[src/design/dorm_pkg.sv]
package dorm_pkg;

    localparam int RULES_DEFAULT = 16;
    localparam int CODE_W        = 4;
    localparam int CODE_NIBBLES  = 9;
    localparam int CODES_W       = CODE_W * CODE_NIBBLES;
    localparam int MINUTE_W      = 11;
    localparam int CFG_W         = 5;
    localparam int NIB_CLEARANCE = 1;
    localparam int NIB_CLASS     = 4;

    typedef enum logic
    {
        OP_LOAD = 1'b0,
        OP_EVAL = 1'b1
    } op_t;

    typedef enum logic [1:0]
    {
        CAUSE_CLEARANCE = 2'd0,
        CAUSE_DENY      = 2'd1,
        CAUSE_ALLOW     = 2'd2,
        CAUSE_DEFAULT   = 2'd3
    } cause_t;

    typedef enum logic [1:0]
    {
        ST_IDLE,
        ST_CHECK,
        ST_SCAN,
        ST_HOLD
    } state_t;

    typedef struct packed
    {
        logic [MINUTE_W-1:0] win_end;
        logic [MINUTE_W-1:0] win_start;
        logic                win_used;
        logic                denies;
        logic [CODES_W-1:0]  codes;
    } rule_t;

    // codes 1..4 rank upwards, any other code ranks below them all
    function automatic logic [2:0] rank_of(input logic [CODE_W-1:0] code);
        logic [2:0] r;
        begin
            r = 3'd0;
            if (code >= 4'd1 && code <= 4'd4)
            begin
                r = code[2:0];
            end
            return r;
        end
    endfunction

endpackage

[src/design/deny_overrides_rule_match_top.sv]
// load item: accepted and written to the table together, the next beat can follow straight after
// evaluate item: clearance check, then a scan of up to n = min(rules_in_use, RULES) rules in order
// through the single rule compare unit and table read port (n = 0 on a clearance deny), ending
// early on a matching deny; no new item is taken until the result is in the output register;
// a result that meets a stalled output register is parked and the input stalls until it drains
// reset clears the sequencer, the output valid and rules_in_use; the rule table is not cleared
module deny_overrides_rule_match_top #(
    parameter int RULES = dorm_pkg::RULES_DEFAULT
) (
    input  logic                                 clk,
    input  logic                                 rst_n,
    input  logic                                 in_valid,
    output logic                                 in_stall,
    input  logic                                 opcode,
    input  logic [3:0]                           rule_slot,
    input  logic [dorm_pkg::CODES_W-1:0]         attr_codes,
    input  logic                                 rule_denies,
    input  logic                                 window_used,
    input  logic [dorm_pkg::MINUTE_W-1:0]        window_start,
    input  logic [dorm_pkg::MINUTE_W-1:0]        window_end,
    input  logic [dorm_pkg::MINUTE_W-1:0]        request_minute,
    input  logic                                 minute_valid,
    output logic                                 out_valid,
    input  logic                                 out_stall,
    output logic                                 allowed,
    output logic [1:0]                           cause,
    output logic [3:0]                           deciding_rule,
    input  logic                                 cfg_valid,
    output logic                                 cfg_ready,
    input  logic [dorm_pkg::CFG_W-1:0]           cfg_data
);

    localparam int IDX_W  = (RULES > 1) ? $clog2(RULES) : 1;
    localparam int CNT_W  = $clog2(RULES + 1);
    localparam int SLOT_W = (IDX_W > 4) ? IDX_W : 4;

    dorm_pkg::rule_t mem [RULES];
    dorm_pkg::rule_t rd_data_reg;
    dorm_pkg::rule_t wr_entry;
    logic            wr_en;
    logic [IDX_W-1:0] wr_addr;
    logic [IDX_W-1:0] rd_addr;
    logic [SLOT_W-1:0] slot_w;

    dorm_pkg::state_t state_reg, state_next;
    logic [dorm_pkg::CODES_W-1:0]  codes_reg, codes_next;
    logic [dorm_pkg::MINUTE_W-1:0] minute_reg, minute_next;
    logic                          mvalid_reg, mvalid_next;
    logic [CNT_W-1:0]              idx_reg, idx_next;
    logic [CNT_W-1:0]              limit_reg, limit_next;
    logic                          have_allow_reg, have_allow_next;
    logic [CNT_W-1:0]              allow_idx_reg, allow_idx_next;
    logic                          res_allowed_reg, res_allowed_next;
    logic [1:0]                    res_cause_reg, res_cause_next;
    logic [CNT_W-1:0]              res_rule_reg, res_rule_next;
    logic                          out_valid_reg, out_valid_next;
    logic                          allowed_reg, allowed_next;
    logic [1:0]                    cause_reg, cause_next;
    logic [3:0]                    rule_out_reg, rule_out_next;
    logic [dorm_pkg::CFG_W-1:0]    rules_in_use_reg, rules_in_use_next;

    logic                 accept;
    logic                 out_free;
    logic                 fin;
    logic                 fin_allowed;
    logic [1:0]           fin_cause;
    logic [CNT_W-1:0]     fin_rule;
    logic [CNT_W-1:0]     idx_plus;
    logic                 codes_ok;
    logic                 window_ok;
    logic                 match;
    logic [dorm_pkg::CODE_W-1:0] rc;
    logic [dorm_pkg::CODE_W-1:0] qc;
    logic [dorm_pkg::CODE_W-1:0] clr;
    logic [dorm_pkg::CODE_W-1:0] cls;
    logic [31:0]          rules_wide;
    logic [CNT_W+3:0]     rule_wide;

    assign cfg_ready     = 1'b1;
    assign in_stall      = (state_reg != dorm_pkg::ST_IDLE);
    assign accept        = in_valid && !in_stall;
    assign out_free      = !out_valid_reg || !out_stall;
    assign out_valid     = out_valid_reg;
    assign allowed       = allowed_reg;
    assign cause         = cause_reg;
    assign deciding_rule = rule_out_reg;

    assign slot_w   = SLOT_W'(rule_slot);
    assign wr_addr  = slot_w[IDX_W-1:0];
    assign wr_en    = accept && (opcode == dorm_pkg::OP_LOAD) && (32'(rule_slot) < RULES);
    assign wr_entry = '{win_end: window_end, win_start: window_start, win_used: window_used,
                        denies: rule_denies, codes: attr_codes};
    assign idx_plus = CNT_W'(idx_reg + CNT_W'(1));
    assign rd_addr  = (state_reg == dorm_pkg::ST_SCAN) ? idx_plus[IDX_W-1:0] : '0;

    always_ff @(posedge clk)
    begin
        if (wr_en)
        begin
            mem[wr_addr] <= wr_entry;
        end
        rd_data_reg <= mem[rd_addr];
    end

    // shared compare unit: one rule against the held request
    always_comb
    begin
        codes_ok = 1'b1;
        for (int k = 0; k < dorm_pkg::CODE_NIBBLES; k++)
        begin
            rc = rd_data_reg.codes[k*dorm_pkg::CODE_W +: dorm_pkg::CODE_W];
            qc = codes_reg[k*dorm_pkg::CODE_W +: dorm_pkg::CODE_W];
            if (rc != '0 && rc != qc)
            begin
                codes_ok = 1'b0;
            end
        end
        window_ok = !rd_data_reg.win_used
                    || (mvalid_reg && minute_reg >= rd_data_reg.win_start
                        && minute_reg <= rd_data_reg.win_end);
        match = codes_ok && window_ok;
    end

    always_comb
    begin
        state_next        = state_reg;
        codes_next        = codes_reg;
        minute_next       = minute_reg;
        mvalid_next       = mvalid_reg;
        idx_next          = idx_reg;
        limit_next        = limit_reg;
        have_allow_next   = have_allow_reg;
        allow_idx_next    = allow_idx_reg;
        res_allowed_next  = res_allowed_reg;
        res_cause_next    = res_cause_reg;
        res_rule_next     = res_rule_reg;
        out_valid_next    = out_valid_reg && out_stall;
        allowed_next      = allowed_reg;
        cause_next        = cause_reg;
        rule_out_next     = rule_out_reg;
        rules_in_use_next = rules_in_use_reg;
        fin               = 1'b0;
        fin_allowed       = 1'b0;
        fin_cause         = dorm_pkg::CAUSE_DEFAULT;
        fin_rule          = '0;
        clr = codes_reg[dorm_pkg::NIB_CLEARANCE*dorm_pkg::CODE_W +: dorm_pkg::CODE_W];
        cls = codes_reg[dorm_pkg::NIB_CLASS*dorm_pkg::CODE_W +: dorm_pkg::CODE_W];
        rules_wide = 32'(rules_in_use_reg);
        rule_wide  = '0;

        if (cfg_valid && cfg_ready)
        begin
            rules_in_use_next = cfg_data;
        end

        case (state_reg)
            dorm_pkg::ST_IDLE:
            begin
                if (accept && opcode == dorm_pkg::OP_EVAL)
                begin
                    codes_next      = attr_codes;
                    minute_next     = request_minute;
                    mvalid_next     = minute_valid;
                    have_allow_next = 1'b0;
                    idx_next        = '0;
                    state_next      = dorm_pkg::ST_CHECK;
                end
            end
            dorm_pkg::ST_CHECK:
            begin
                if (rules_wide > RULES)
                begin
                    limit_next = CNT_W'(RULES);
                end
                else
                begin
                    limit_next = rules_wide[CNT_W-1:0];
                end
                if (clr != '0 && cls != '0
                    && dorm_pkg::rank_of(clr) < dorm_pkg::rank_of(cls))
                begin
                    fin       = 1'b1;
                    fin_cause = dorm_pkg::CAUSE_CLEARANCE;
                end
                else if (limit_next == '0)
                begin
                    fin       = 1'b1;
                    fin_cause = dorm_pkg::CAUSE_DEFAULT;
                end
                else
                begin
                    state_next = dorm_pkg::ST_SCAN;
                end
            end
            dorm_pkg::ST_SCAN:
            begin
                idx_next = idx_plus;
                if (match && rd_data_reg.denies)
                begin
                    fin       = 1'b1;
                    fin_cause = dorm_pkg::CAUSE_DENY;
                    fin_rule  = idx_reg;
                end
                else
                begin
                    if (match)
                    begin
                        have_allow_next = 1'b1;
                        allow_idx_next  = idx_reg;
                    end
                    // last rule of the scan
                    if (idx_plus == limit_reg)
                    begin
                        fin = 1'b1;
                        if (have_allow_next)
                        begin
                            fin_allowed = 1'b1;
                            fin_cause   = dorm_pkg::CAUSE_ALLOW;
                            fin_rule    = allow_idx_next;
                        end
                    end
                end
            end
            dorm_pkg::ST_HOLD:
            begin
                if (out_free)
                begin
                    rule_wide      = {4'b0, res_rule_reg};
                    out_valid_next = 1'b1;
                    allowed_next   = res_allowed_reg;
                    cause_next     = res_cause_reg;
                    rule_out_next  = rule_wide[3:0];
                    state_next     = dorm_pkg::ST_IDLE;
                end
            end
            default:
            begin
                state_next = dorm_pkg::ST_IDLE;
            end
        endcase

        if (fin)
        begin
            res_allowed_next = fin_allowed;
            res_cause_next   = fin_cause;
            res_rule_next    = fin_rule;
            if (out_free)
            begin
                rule_wide      = {4'b0, fin_rule};
                out_valid_next = 1'b1;
                allowed_next   = fin_allowed;
                cause_next     = fin_cause;
                rule_out_next  = rule_wide[3:0];
                state_next     = dorm_pkg::ST_IDLE;
            end
            else
            begin
                state_next = dorm_pkg::ST_HOLD;
            end
        end
    end

    always_ff @(posedge clk or negedge rst_n)
    begin
        if (!rst_n)
        begin
            state_reg        <= dorm_pkg::ST_IDLE;
            out_valid_reg    <= 1'b0;
            rules_in_use_reg <= '0;
            have_allow_reg   <= 1'b0;
            idx_reg          <= '0;
            limit_reg        <= '0;
        end
        else
        begin
            state_reg        <= state_next;
            out_valid_reg    <= out_valid_next;
            rules_in_use_reg <= rules_in_use_next;
            have_allow_reg   <= have_allow_next;
            idx_reg          <= idx_next;
            limit_reg        <= limit_next;
        end
    end

    always_ff @(posedge clk)
    begin
        codes_reg       <= codes_next;
        minute_reg      <= minute_next;
        mvalid_reg      <= mvalid_next;
        allow_idx_reg   <= allow_idx_next;
        res_allowed_reg <= res_allowed_next;
        res_cause_reg   <= res_cause_next;
        res_rule_reg    <= res_rule_next;
        allowed_reg     <= allowed_next;
        cause_reg       <= cause_next;
        rule_out_reg    <= rule_out_next;
    end

endmodule
[config.mk]
export PLATFORM = sky130hd
export DESIGN_NAME = deny_overrides_rule_match_top
export DESIGN_NICKNAME = d
export VERILOG_FILES = /design/src/design/dorm_pkg.sv /design/src/design/deny_overrides_rule_match_top.sv
export SDC_FILE = /design/constraint.sdc
export NUM_CORES = 1
export LEC_CHECK = 0
export BUFFER_PORTS_ARGS = -buffer_cell sky130_fd_sc_hd__buf_2
export CAP_MARGIN = 20
export CORE_MARGIN = 2
export CORE_UTILIZATION = 60
export CTS_CLUSTER_SIZE = 20
export DETAILED_ROUTE_END_ITERATION = 12
export GPL_TIMING_DRIVEN = 0
export PLACE_DENSITY = 0.85
export SETUP_SLACK_MARGIN = 0.2
export SLEW_MARGIN = 20
export SYNTH_ARGS = -nofsm -noshare
export SYNTH_HDL_FRONTEND = slang
export SYNTH_SLANG_ARGS = --single-unit
[constraint.sdc]
create_clock -name clk -period 10.65 [get_ports clk]
set_input_delay 0.5325 -clock clk [delete_from_list [all_inputs] [get_ports clk]]
set_output_delay 0.5325 -clock clk [all_outputs]
set_load 0.02 [all_outputs]
## Word level (Yosys, flattened, before mapping)

Memory sizes are Yosys's and may differ from the RTL's. A register that Yosys moved wholly into a read port is not among the register bits.
Index checks and enable logic that the tools add are counted.

- Order comparisons: 8
- Reduce and logical (&&, ||, !) cells: 48
- Shifts and indexed selects: 0
- Muxes and demuxes: 68
- Multiply operators: 0
- Bitwise gates (word level): 2
- Eq/ne operators: 19
- Divide/modulo/power cells: 0
- Add/sub/neg operators: 1

Operators with widths:

| cell | number |
|---|---|
| nonzero test 4 bit | 12 |
| two-way mux 4 bit | 9 |
| != test 4 bit | 9 |
| two-way mux 1 bit | 34 |
| two-way mux 2 bit | 12 |
| logical AND 1 bit | 21 |
| two-way mux 5 bit | 4 |
| two-way mux 3 bit | 4 |
| != test 3 bit, second input constant | 4 |
| >= comparator 11 bit | 1 |
| <= comparator 11 bit | 1 |
| case mux 5 bit (2 select lines) | 1 |
| >= comparator 4 x 1 -> 1 bit, second input constant | 2 |
| <= comparator 4 x 3 -> 1 bit, second input constant | 2 |
| case mux 2 bit (3 select lines) | 1 |
| AND reduction 2 bit | 3 |
| adder 5 x 1 -> 5 bit, second input constant | 1 |
| equality test 5 bit | 1 |
| > comparator 5 bit, second input constant | 1 |
| logical NOT 5 bit | 1 |
| AND reduction 5 bit | 1 |
| equality test 2 bit, second input constant | 2 |
| logical NOT 1 bit | 4 |
| != test 2 bit, second input constant | 2 |
| other kinds (9) | 13 |

- Output and inout port bits: 10
- Bits in writable memories: 960
- Memories kept: 1
- Bits in read-only memories: 0
- Bits in latches: 0
- Register bits: 86

Memories:

| name | depth | bits a word | rd ports | clocked after Yosys merged registers in | write ports | line | source |
|---|---|---|---|---|---|---|---|
| mem | 16 | 60 | 1 | 1 | 1 | deny_overrides_rule_match_top.sv:37 | `dorm_pkg::rule_t mem [RULES];` |

## Longest topological paths before layout

Gate-level depths: netlist of the first run.

- Depth after elaboration: 21
- Gate-level depth with buffers: 12

## Worst setup path before layout of the first run

OpenSTA, ideal clock, no wires.

- Path kind: reg2reg
- Start: register state_reg[0]
- End: memory mem[0][0] (netlist name) (enable)
- Path slack: 4.974 ns
- Library setup time: 0.552 ns
- Arrival: 5.124 ns
- Cell stages (with the launch flop): 7
- Period minus slack after synthesis: 5.676 ns
- Path buffers: 0
- Required time: 10.098 ns
- Cells stage by stage: dfrtp_1 -> inv_1 -> ha_1 -> nand2_1 -> nor3_1 -> nand2b_1 -> nor3_1

- Word-level cells in the longest chain between the ends: 6

RTL lines:

| element | line | source |
|---|---|---|
| start: declaration | deny_overrides_rule_match_top.sv:45 | `dorm_pkg::state_t state_reg, state_next;` |
| start signal: assignment | deny_overrides_rule_match_top.sv:267 | `state_reg <= dorm_pkg::ST_IDLE;` |
| start signal: assignment | deny_overrides_rule_match_top.sv:276 | `state_reg <= state_next;` |
| nonzero test 2 bit | deny_overrides_rule_match_top.sv:80 | `assign in_stall = (state_reg != dorm_pkg::ST_IDLE);` |
| logical NOT 1 bit | deny_overrides_rule_match_top.sv:81 | `assign accept = in_valid && !in_stall;` |
| logical AND 1 bit | deny_overrides_rule_match_top.sv:81 |  |
| logical AND 1 bit | deny_overrides_rule_match_top.sv:90 | `assign wr_en = accept && (opcode == dorm_pkg::OP_LOAD) && (32'(rule_slot) < RULES);` |
| two-way mux 1 bit | deny_overrides_rule_match_top.sv:98 | `if (wr_en)` |
| two-way mux 1 bit (not written as such) | deny_overrides_rule_match_top.sv:100 | `mem[wr_addr] <= wr_entry;` |
| end: declaration | deny_overrides_rule_match_top.sv:37 |  |

No other way between the ends.

## Worst setup path in the final report of the first run

- Start: register state_reg[0]
- End: register, netlist name rd_data_reg[36]

- Word-level cells in the longest chain between the ends: 2

RTL lines:

| element | line | source |
|---|---|---|
| equality test 2 bit | deny_overrides_rule_match_top.sv:94 | `assign rd_addr = (state_reg == dorm_pkg::ST_SCAN) ? idx_plus[IDX_W-1:0] : '0;` |
| two-way mux 4 bit | deny_overrides_rule_match_top.sv:94 |  |

No other way between the ends.
A chain may end at the register's enable or synchronous reset.

==> metrics.md, run 1 <==
| Metric | Value |
|---|---|
| WL/cell | 28.3 um |
| Worst-path clk slew | 60 ps |
| Slowest CP cell | nor2_2 |
| Crit Path Class | reg -> reg |
| Clk Latency, worst-skew pair | 670 ps |
| TNS Setup | 0 ps |
| Synth Area in Adders | 0.00839 |
| Peak per-stage delay on the critical path | 650 ps |
| Number of detailed-route iterations in the first pass | 8 |
| Post-synth top area cell | edfxtp_1 |
| Final core occ | 0.692 |
| Pre-CTS WS | 5730 ps |
| H-tree depth | 3 |
| Critical path required time | 11130 ps |
| Die area | 0.0742 mm^2 |
| Ys flop type | edfxtp_1 |
| Synth Area in XOR/XNOR | 0.00903 |
| Top-area cell type share of the netlist area | 0.708 |
| Final setup margin | 5760 ps |
| Initial DRC Count | 4053 |
| Initial antenna violation count | 6 |
| Number of synthesized flops with an enable pin | 1019 |
| Critical path depth | 12 |
| Post-synthesis mux area share | 0.0941 |
| Kind of end point of the critical path | register |
| Worst-margin pin slew | 1120 ps |
| Crit path time final | 4890 ps |
| Crit start category | register |
| Status | finished clean |
| Post-CTS Setup Bufs | 0 |
| Number of flip-flops in the largest register | 960 |
| Post-route DRC violation count | 0 |
| Largest net degree at the start of global routing | 49 |
| Setup Skew | 25.4 ps |
| # setup viols final | 0 |
| Total power | 11.3 mW |
| Buffers & Inverters on Critical Path | 6 |
| Total clock sinks | 1105 |
| Area Growth Syn to Fin | 14.3% |
| Largest family of logic cells by synthesized area | multiplexers |
| Worst r2r path cells | 12 |
| Post-Syn Area | 0.0432 mm^2 |
| IO buf count | 95 |
| Syn avg cell area | 16.7 um^2 |
| P per Cell Area | 229 mW/mm^2 |
| Area contributors post-synth | edfxtp_1 71%, mux2i_1 5.6%, a211oi_1 3.2% |
| # IOs | 97 |
| Period utilization | 0.459 |
| Net Count, Synth | 2706 |
| Antenna-violating nets left | 0 |
| HP Class | in -> reg |
| RSZ-0062 raised after global routing | false |
| Fmax | 205 MHz |
| Synth Area in Simple Gates | 0.0521 |
| Largest vdd supply drop | 0.144 mV |
| Cell variety after synth | 59 |
| DR vias | 26.1k |
| Sequential cell area fraction in the yosys report | 0.750 |
| Max Slew Vio Count | 0 |
| Initial Util | 0.606 |
| DP HPWL | 69100 um |
| CTS tree | done |
| Number of global-route vias before repair | 26.2k |
| Core Box Area | 0.0714 mm^2 |
| Root Buffer | clkbuf_16 |
| Final nets | 2973 |
| Synth Area in Compound Gates | 0.0693 |
| Slew HR | 0.256 |
| First-pass GRT wire length | 163000 um |
| Global route overflow | 0 |
| Worst EP arrival | 5370 ps |
| RD Place Congestion | 0.847 |
| Max clock buf depth | 3 |
| Final Hold Fails | 0 |
| Die Width | 272 um |
| YS warnings | 0 |
| Placed cells | 3702 |
| TritonCTS buffer count | 101 |
| Final Instance Area | 0.0494 mm^2 |
| GRT Util Overall | 0.297 |
| Leakage power | 16.2 nW |
| Register bit total from synthesis | 1105 |
| WHS Path Cells | 1 |
| Critical-path cell list | inv_1 -> ha_1 -> clkbuf_1 -> inv_1 -> nor2_2 -> buf_2 -> buf_2 -> clkbuf_1 -> nand2_1 -> a311oi_1 -> a211oi_1 -> a21oi_1 |
| Syn Inst Count | 2590 |
| Critical-path maximum fanout | 10 |
| CP top delay family | buffers and inverters |
| Async SR Flop Fraction | 0.0172 |
| Routed wire length | 110000 um |
| Hold Slack | 37.5 ps |
| Placed Area | 0.0461 mm^2 |
| Core Rows | 98 |
| Die height | 272 um |
| Avg Vias per Cell | 6.71 |
| Finished Layout Cells | 3896 |
| Reg2Reg Setup Slack | 5760 ps |
| Layout cells sized above 1 | 0.147 |
| Maxcap violations | 0 |
==> cells in the mapped netlist, drive strengths merged, types with 6 or more instances <==
| cell type | number |
|---|---|
| nor3 | 8 |
| mux4 | 61 |
| a211oi | 183 |
| a21oi | 74 |
| nand2b | 6 |
| dfrtp | 19 |
| a31oi | 62 |
| a41oi | 9 |
| nor2 | 28 |
| ha | 29 |
| edfxtp | 1019 |
| o21ai | 14 |
| buf | 28 |
| nand2 | 259 |
| and2 | 8 |
| mux2 | 26 |
| nor4 | 10 |
| a311oi | 60 |
| mux2i | 240 |
| nor2b | 119 |
| clkbuf | 124 |
| nand3b | 8 |
| inv | 39 |
| nand3 | 10 |
| dfxtp | 67 |
| xnor2 | 40 |
==> final cells by class <==
| class | count | area [um^2] |
|---|---|---|
| buffer | 152 | 598 |
| clock buffer | 137 | 2810 |
| sequential | 1105 | 32400 |
| antenna | 3 | 7.51 |
| clock inverter | 52 | 505 |
| tap | 950 | 1190 |
| fill | 4052 | 22000 |
| timing repair buffer | 164 | 1530 |
| inverter | 39 | 149 |
| multi-input combinational | 1294 | 10200 |
==> power by group <==
group          leakage [nW]  switching (mW)  internal, mW  total (mW)
registers              9.96           0.130          4.96        5.09
logic                  4.60            1.71         0.910        2.62
clock network          1.61            1.57          2.05        3.62
total                  16.2            3.42          7.92        11.3
==> cells in the final DEF (no fill, tap or decap), types with 16 or more instances in the layout <==
master     count
dfxtp_1       67
a311oi_1      60
inv_1         38
edfxtp_1    1019
ha_1          29
mux4_2        61
a211oi_1     183
mux2_2        18
mux2i_1      240
buf_12        19
nand2_1      259
a21oi_1       74
clkbuf_1     145
a31oi_1       62
buf_4         30
nor2b_1      119
xnor2_1       40
clkbuf_16    103
dfrtp_1       19
clkinv_1      16
buf_2        103
buf_1         16
==> cell families (layout without fill, tap and decap cells) <==
group	count (synthesis)	after routing
AOI/OAI and AO/OA	424	424
xor gates and xnor gates	43	43
adders and majority gates	29	29
buffers and inverters	191	544
DFF	1105	1105
muxes	327	327
other	1	4
and+or+nand+nor	470	470
==> what timing repair did <==
item,in CTS,in global routing
hold endpoints to repair,19,0
setup endpoints to repair,0,0
hold buffers,1,0
resized for setup,0,0
==> final timing paths <==
path / start / to
max reg2reg: state_reg[0]$_DFFE_PN0P_ / rd_data_reg[36]$_DFF_P_
min in group asynchronous: rst_n / state_reg[1]$_DFFE_PN0P_
min reg2reg: limit_reg[3]$_DFFE_PN0P_ / limit_reg[3]$_DFFE_PN0P_
max: state_reg[0]$_DFFE_PN0P_ / rd_data_reg[36]$_DFF_P_
min: request_minute[8] / minute_reg[8]$_DFFE_PP_
max in group asynchronous: rst_n / idx_reg[1]$_DFFE_PN0P_
==> per-layer routing <==
metal	vias up	global-route usage	share of wire
met2	2176	0.493	0.49
met3	414	0.0621	0.12
met4	4	0.143	0.050
met5	-	0	0.00024
met1	12900	0.375	0.34
li1	10700	-	-
Note: power is estimated with default switching activity, not from simulation.
==> run 2, diff against run 1 <==
==> constraint.sdc (replaced) <==
create_clock -name clk -period 4.94 [get_ports clk]
set_input_delay 0.247 -clock clk [delete_from_list [all_inputs] [get_ports clk]]
set_output_delay 0.247 -clock clk [all_outputs]
set_load 0.02 [all_outputs]
==> run 2 against run 1 <==
  * Sequential power is 120% higher
  * Critical path depth stayed put
  * Utilization is 1.4 points higher
  * Critical path type unchanged
  * Cell count is 1.8% higher
  * Worst setup slack worse by 5500 ps
  * Non-clock buffer count is 71 higher
  * Clock skew is 7.1 ps higher
  * Via count is 3.1% higher
  * Routed wire length is 5.0% higher
==> metrics.md, run 2 (synthesized netlist as in run 1, its figures left out) <==
| Metric | Value |
|---|---|
| Status | finished clean |
| TritonCTS buffer count | 101 |
| Final core occ | 0.706 |
| Critical-path maximum fanout | 10 |
| Final setup margin | 249 ps |
| # setup viols final | 0 |
| Crit Path Class | reg -> reg |
| Worst-margin pin slew | 1160 ps |
| Root Buffer | clkbuf_16 |
| Max clock buf depth | 3 |
| Final nets | 3044 |
| CTS tree | done |
| RD Place Congestion | 0.835 |
| Global route overflow | 0 |
| Crit path time final | 4690 ps |
| Die area | 0.0742 mm^2 |
| IO buf count | 95 |
| Avg Vias per Cell | 6.80 |
| WL met1 | 38300 um |
| First-pass GRT wire length | 171000 um |
| Uppermost routed layer | met5 |
| Worst-path clk slew | 70 ps |
| Number of flip-flops in the largest register | 960 |
| Die Width | 272 um |
| Max Slew Vio Count | 0 |
| Post-CTS Setup Bufs | 0 |
| # IOs | 97 |
| GRT Util Overall | 0.311 |
| Layout cells sized above 1 | 0.142 |
| Core Rows | 98 |
| Antenna-violating nets left | 0 |
| Fmax | 213 MHz |
| Largest net degree at the start of global routing | 37 |
| Routed wire length | 116000 um |
| Most frequent cells in the layout | 1019 x edfxtp_1, 259 x nand2_1, 240 x mux2i_1 |
| Period utilization | 0.950 |
| Number of global-route vias before repair | 27.4k |
| Worst EP arrival | 5170 ps |
| DR vias | 27.0k |
| Final Hold Fails | 0 |
| P per Cell Area | 492 mW/mm^2 |
| WL/cell | 29.2 um |
| Initial antenna violation count | 5 |
| HP Class | in -> async |
| Total clock sinks | 1105 |
| Commonest non-fill, non-tap cell in the layout | edfxtp_1 |
| DR WL met2 | 55500 um |
| DP HPWL | 69400 um |
| RSZ-0062 raised after global routing | false |
| Critical path required time | 5420 ps |
| Number of detailed-route iterations in the first pass | 6 |
| Crit start category | register |
| Kind of end point of the critical path | register |
| Leakage power | 16.6 nW |
| Maxcap violations | 0 |
| Largest vdd supply drop | 0.306 mV |
| Peak per-stage delay on the critical path | 570 ps |
| Setup Skew | 32.5 ps |
| Slowest CP cell | a21oi_1 |
| Initial Util | 0.606 |
| Clk Latency, worst-skew pair | 680 ps |
| Buffers & Inverters on Critical Path | 6 |
| TNS Setup | 0 ps |
| CP top delay family | buffers and inverters |
| Critical-path cell list | inv_1 -> ha_1 -> clkbuf_1 -> inv_1 -> nor2_4 -> clkbuf_4 -> buf_2 -> clkbuf_1 -> nand2_1 -> a311oi_1 -> a211oi_1 -> a21oi_1 |
| Die height | 272 um |
| Area Growth Syn to Fin | 16.6% |
| Core Box Area | 0.0714 mm^2 |
| Slew HR | 0.224 |
| Post-route DRC violation count | 0 |
| Routed wl met3 | 14600 um |
| Pre-CTS WS | 264 ps |
| Initial DRC Count | 4368 |
| H-tree depth | 3 |
-- run 2: metrics by stage --
stage               cells  total power, mW  cell area, um^2  hold slack (ps)
global placement     3635             16.2            44900              189
floorplan            2590             14.6            43300            -48.6
detailed placement   3691             16.5            46200              203
CTS                  3962             24.5            50400             59.7
global route         3962             25.4            50400             95.3
finish               3965             24.8            50400             59.1
-- run 2: timing repair --
| action | 4_1_cts | 5_1_grt |
|---|---|---|
| hold buffers | 84 | 0 |
| resized for setup | 1 | 1 |
| hold endpoints to repair | 990 | 0 |
| pin swaps | 0 | 0 |
| endpoints found under the setup margin | 1 | 1 |
-- run 2: layer usage --
| metal | track usage | vias up |
|---|---|---|
| met2 | 0.502 | 2454 |
| met5 | 0.00385 | - |
| met4 | 0.174 | 4 |
| met3 | 0.0778 | 537 |
| met1 | 0.389 | 13100 |
| li1 | - | 10800 |
-- run 2: worst reg2reg max path: stages, from the launching register on --
cell,delay [ps]
dfrtp_1,420
inv_1,90
ha_1,140
clkbuf_1,360
inv_1,240
nor2_4,480
clkbuf_4,510
buf_2,540
clkbuf_1,470
nand2_1,150
a311oi_1,450
a211oi_1,100
a21oi_1,570
-- run 2: layout make-up --
| class | count | area [um^2] |
|---|---|---|
| flip-flops and latches | 1105 | 32400 |
| clock buffers | 132 | 2780 |
| repair buffers | 235 | 2470 |
| multi-input cells | 1294 | 10200 |
| inverters | 39 | 149 |
| plain buffers | 152 | 602 |
| fillers | 3942 | 21000 |
| diodes | 3 | 7.51 |
| well taps | 950 | 1190 |
| clock inverters | 55 | 571 |
-- run 2: power breakdown --
part / total [mW] / internal [mW] / switching, mW
Combinational: 5.85 / 2.02 / 3.83
Clock: 7.96 / 4.50 / 3.46
Sequential: 11.0 / 10.7 / 0.306
Total: 24.8 / 17.2 / 7.60
-- run 2: final timing paths --
check / start / end / slack [ps] / cells past startpoint
worst max-delay path: state_reg[0]$_DFFE_PN0P_ / rd_data_reg[36]$_DFF_P_ / 250 / 12
worst min-delay path: rst_n / out_valid$_DFF_PN0_ / 60 / 2
worst max register to register: state_reg[0]$_DFFE_PN0P_ / rd_data_reg[36]$_DFF_P_ / 250 / 12
worst min register to register: limit_reg[3]$_DFFE_PN0P_ / limit_reg[3]$_DFFE_PN0P_ / 560 / 2
max in group asynchronous: rst_n / limit_reg[0]$_DFFE_PN0P_ / 4580 / 2
min in group clk: in_valid / have_allow_reg$_DFFE_PN0P_ / 140 / 4
